[src/assert_macros.svh]
// Assertion shorthands for the route table RTL.
`ifndef ASSERT_MACROS_SVH
`define ASSERT_MACROS_SVH

// Check a condition at every clock edge outside reset.
`define ASSERT_ALWAYS(label, expr, msg) \
    label: assert property (@(posedge i_clk) disable iff (!i_rst_n) (expr)) else $error(msg);

// Check that a condition in one cycle implies another in the next.
`define ASSERT_NEXT(label, ante, cons, msg) \
    label: assert property (@(posedge i_clk) disable iff (!i_rst_n) (ante) |=> (cons)) \
        else $error(msg);

`endif

[src/rlt_pkg.sv]
package rlt_pkg;

    localparam int ENTRIES = 64;
    localparam int CNT_W   = $clog2(ENTRIES + 1);
    localparam int LEN_W   = 6;

    localparam int FLAG_DEST = 0;
    localparam int FLAG_MASK = 1;
    localparam int FLAG_IMAC = 2;
    localparam int FLAG_GMAC = 3;
    localparam int FLAG_IIP  = 4;

    typedef enum logic [1:0] {
        OP_ADD    = 2'd0,
        OP_CLEAR  = 2'd1,
        OP_LOOKUP = 2'd2,
        OP_NOP    = 2'd3
    } t_op;

    typedef enum logic [1:0] {
        ST_OK         = 2'd0,
        ST_NO_ROUTE   = 2'd1,
        ST_INCOMPLETE = 2'd2,
        ST_FULL       = 2'd3
    } t_status;

    // One stored route, prefix length precomputed on add.
    typedef struct packed {
        logic [31:0]      dest;
        logic [31:0]      mask;
        logic [4:0]       flags;
        logic [LEN_W-1:0] len;
        logic [7:0]       distance;
        logic [31:0]      cost;
        logic [47:0]      imac;
        logic [47:0]      gmac;
        logic [31:0]      iip;
    } t_route;

    // Query and best match so far, passed from cell to cell.
    typedef struct packed {
        logic [31:0]      addr;
        logic             found;
        logic [LEN_W-1:0] len;
        logic [7:0]       distance;
        logic [31:0]      cost;
        logic             complete;
        logic [47:0]      imac;
        logic [47:0]      gmac;
        logic [31:0]      iip;
    } t_scan;

    function automatic logic [LEN_W-1:0] popcount32(input logic [31:0] v);
        logic [1:0] s1 [16];
        logic [2:0] s2 [8];
        logic [3:0] s3 [4];
        logic [4:0] s4 [2];
        for (int k = 0; k < 16; k++) begin
            s1[k] = {1'b0, v[2*k]} + {1'b0, v[2*k+1]};
        end
        for (int k = 0; k < 8; k++) begin
            s2[k] = {1'b0, s1[2*k]} + {1'b0, s1[2*k+1]};
        end
        for (int k = 0; k < 4; k++) begin
            s3[k] = {1'b0, s2[2*k]} + {1'b0, s2[2*k+1]};
        end
        for (int k = 0; k < 2; k++) begin
            s4[k] = {1'b0, s3[2*k]} + {1'b0, s3[2*k+1]};
        end
        return {1'b0, s4[0]} + {1'b0, s4[1]};
    endfunction

endpackage

[src/rlt_cell.sv]
module rlt_cell
    import rlt_pkg::*;
(
    input  logic   i_clk,
    input  logic   i_rst_n,
    input  logic   i_adv,
    input  logic   i_active,
    input  logic   i_wr_en,
    input  t_route i_wr,
    input  logic   i_valid,
    input  t_scan  i_scan,
    output logic   o_valid,
    output t_scan  o_scan
);

    t_route      r_entry;
    logic        r_valid;
    t_scan       r_scan;
    t_scan       n_scan;
    logic [31:0] w_eff;
    logic        w_hit;
    logic        w_better;

    always_ff @(posedge i_clk) begin
        if (i_wr_en) begin
            r_entry <= i_wr;
        end
    end

    always_comb begin
        w_eff = r_entry.flags[FLAG_MASK] ? (i_scan.addr & r_entry.mask) : i_scan.addr;
        w_hit = i_active && r_entry.flags[FLAG_DEST] && (w_eff == r_entry.dest);
        // strictly better only, so ties keep the lower index upstream
        w_better = !i_scan.found || (r_entry.len > i_scan.len) ||
                   ((r_entry.len == i_scan.len) &&
                    ((r_entry.distance < i_scan.distance) ||
                     ((r_entry.distance == i_scan.distance) &&
                      (r_entry.cost < i_scan.cost))));
        n_scan = i_scan;
        if (w_hit && w_better) begin
            n_scan.found    = 1'b1;
            n_scan.len      = r_entry.len;
            n_scan.distance = r_entry.distance;
            n_scan.cost     = r_entry.cost;
            n_scan.complete = r_entry.flags[FLAG_IMAC] && r_entry.flags[FLAG_GMAC] &&
                              r_entry.flags[FLAG_IIP];
            n_scan.imac     = r_entry.imac;
            n_scan.gmac     = r_entry.gmac;
            n_scan.iip      = r_entry.iip;
        end
    end

    always_ff @(posedge i_clk) begin
        if (!i_rst_n) begin
            r_valid <= 1'b0;
        end else if (i_adv) begin
            r_valid <= i_valid;
        end
    end

    always_ff @(posedge i_clk) begin
        if (i_adv) begin
            r_scan <= n_scan;
        end
    end

    assign o_valid = r_valid;
    assign o_scan  = r_scan;

endmodule

[config.mk]
export PLATFORM = sky130hd
export DESIGN_NAME = rlt_cell
export DESIGN_NICKNAME = d
export VERILOG_FILES = /design/src/assert_macros.svh /design/src/rlt_pkg.sv /design/src/rlt_cell.sv
export SDC_FILE = /design/constraint.sdc
export NUM_CORES = 1
export LEC_CHECK = 0
export BUFFER_PORTS_ARGS = -buffer_cell sky130_fd_sc_hd__buf_2
export CAP_MARGIN = 0
export CELL_PAD_IN_SITES_DETAIL_PLACEMENT = 0
export CELL_PAD_IN_SITES_GLOBAL_PLACEMENT = 1
export CORE_ASPECT_RATIO = 0.8
export CORE_MARGIN = 1
export CORE_UTILIZATION = 25
export DETAILED_ROUTE_END_ITERATION = 8
export PLACE_DENSITY = 0.54
export REMOVE_ABC_BUFFERS = 1
export SYNTH_ARGS = -nofsm -noshare
export SYNTH_HDL_FRONTEND = slang
export SYNTH_SLANG_ARGS = --single-unit
[constraint.sdc]
create_clock -name i_clk -period 3.7 [get_ports i_clk]
set_input_delay 0.925 -clock i_clk [delete_from_list [all_inputs] [get_ports i_clk]]
set_output_delay 0.925 -clock i_clk [all_outputs]
set_load 0.02 [all_outputs]
==> metrics <==
CTS Buf Count 48; period utilization 90.7%; fraction of layout cells with a size suffix above 1 47.8%; DR DRC count 0; NumNets Final 2132; CTS max path bufs 3; Hold Slack 0.512 ns; ranking of synthesized cells by area edfxtp_1, mux2_1, ha_1; peak supply drop 348 µV; max-cap viol count 0; setup slack, reg-to-reg 0.44 ns; Root Driver clkbuf_16; worst-skew pair later-pin latency 0.58 ns; Clock Sinks 452; global-route wire length before repair 72.7 mm; Leakage 9.69 nW; die area 0.0708 mm²; hold buffers post-CTS 0; status completed; CTS resizes 0; pwr dens 502 mW/mm²; pin count of the biggest net entering global routing 88; Avg Synthesized Cell Area 19.4 µm²; Reg clk slew, reported paths 0.07 ns; total gr overflow 0; number of synthesized flops with an enable pin 451; # rows 86; H-Tree Depth 2; I/O Pins 666; synth unique cells 37; Worst Path Required 4.01 ns; final core occ 34.4%; number of port buffers 665; synth cell count leaders edfxtp_1, mux2_1, inv_1; RSZ-0062 raised after global routing false; Synth Instances 898; critical-path cell list buf_2 > inv_1 > ha_1 > a211oi_1 > o21ai_1 > a21oi_1 > o31ai_1 > a2111oi_1 > buf_4 > o2111ai_4 > buf_12 > buf_4 > mux2_1; Pint 9.09 mW; Final Skew 0.0254 ns; Pre-antenna DRT Iters 4; starting density of the core 25.3%; antenna violations before repair 14; Vias/cell 4.07; Worst Path Buf+Inv 5; count leader, synth edfxtp_1; CTS tree yes; gp weighted congestion 0.792; WL/cell 19.8 µm; Top FF cell, synth edfxtp_1; top cell type's share of synthesized area 77.7%; DRT iter0 DRCs 385; Syn Std Cell Area 0.0174 mm²; routed vias 10600; Die H 238 µm; total track usage 14.0%; CP endpoint kind flip-flop; Synth area leader edfxtp_1; endpoints failing setup 0; Die Wd 297 µm; Yosys Warn Count 0; combinational power share 9.5%; Post-Route WL 51.4 mm; CP most frequent cell buf_4; Worst Tran Pin Value 0.818 ns; Net Sw Power 2.81 mW; CP top delay family compound AO/OA/AOI/OAI gates; worst stage delay on the critical path 0.44 ns; postcts setup bufs 0; critical path arrival 3.67 ns; critical path type input pin to flip-flop; vias in the first global route 11100; Syn-to-layout area delta 36.1%; Final Max Tran Viols 0; clock network power share 38.3%; Final HPWL DP 39.2 mm; Fmax 298 MHz; post-synthesis sequential area ratio 77.8%; Switching Fraction 23.6%; Crit-path slowest cell a2111oi_1; Hold Violations, Final 0; overall power 11.9 mW; Reg power frac 52.1%; Final min period 3.35 ns; worst min-delay path category input pin to flip-flop; maximum fanout along the worst path 25; core footprint 0.0690 mm²; Setup TNS 0 ns; final worst slack 0.345 ns; pre-CTS setup slack -0.382 ns; kind of start point of the critical path input pin; DRT antenna net count 0; #FFs+latches synth 452; max_slew headroom 45.5%; Async SR Flop Fraction 0%
final timing paths:
kind / startpoint / to / depth (start not counted)
hold / removal: i_wr[182] / r_entry[182]$_DFFE_PP_ / 1
hold reg to reg: r_entry[117]$_DFFE_PP_ / o_scan[117]$_DFFE_PP_ / 1
setup / recovery: i_scan[131] / o_scan[137]$_DFFE_PP_ / 13
setup reg to reg: r_entry[130]$_DFFE_PP_ / o_scan[137]$_DFFE_PP_ / 11
cells in the final DEF (no fill, tap or decap), types with 3 or more instances in the layout:
cell type	instances
o21ai_0	30
ha_1	45
nor2_1	8
buf_4	23
mux2_1	150
buf_2	663
nand3_1	6
clkbuf_16	50
mux2_2	25
edfxtp_1	451
nand4_1	14
buf_12	16
clkinv_2	9
nand2_1	13
a21o_1	4
a21oi_1	17
inv_1	48
xor2_1	32
clkbuf_1	12
nor2b_1	3
diode_2	4
o21ai_1	9
clkinv_1	12
kinds of logic (layout without fill, tap and decap cells):
logic type / count (synthesis) / count (layout) / share of synthesized area, %
muxes: 176 / 176 / 11.4
and+or+nand+nor: 54 / 54 / 1.64
other: 0 / 4 / 0
buffers and inverters: 71 / 842 / 2.22
adders and majority gates: 45 / 45 / 3.23
xor gates and xnor gates: 32 / 32 / 1.61
AOI/OAI and AO/OA: 68 / 68 / 2.15
DFF: 452 / 452 / 77.8
stage by stage:
step,instances,cell area (µm²)
after floorplan,876,17200
after global placement,2504,22200
after detailed placement,2504,22200
after CTS,2593,23700
after global routing,2595,23700
final,2597,23700
cell type report:
cell class | count | area (µm²)
tap | 924 | 1160
sequential | 452 | 13600
timing repair buffer | 704 | 3840
clock inverter | 27 | 169
inverter | 49 | 184
fill | 6831 | 45300
clock buffer | 62 | 1300
antenna | 4 | 10.0
multi-input combinational | 375 | 3500
sequential cells by signal (all words and copies together) (netlist names):
| signal | count |
|---|---|
| o_scan | 208 |
| o_valid | 1 |
| r_entry | 243 |
power by group through the flow:
| stage | combinational [mW] | clock, mW | sequential, mW |
|---|---|---|---|
| finish | 1.14 | 4.56 | 6.21 |
| global route | 1.24 | 4.93 | 6.24 |
| CTS | 1.16 | 4.74 | 6.21 |
| detailed placement | 1.16 | 0 | 6.32 |
| global placement | 1.15 | 0 | 6.31 |
| floorplan | 0.230 | 0 | 6.53 |
routing by layer:
metal | wire length (µm) | GRT usage (%)
met1 | 19800 | 15.9
met2 | 26100 | 24.2
met3 | 4280 | 5.54
met4 | 1060 | 4.08
met5 | 148 | 0
No activity file was read; power rests on OpenSTA's default activity.
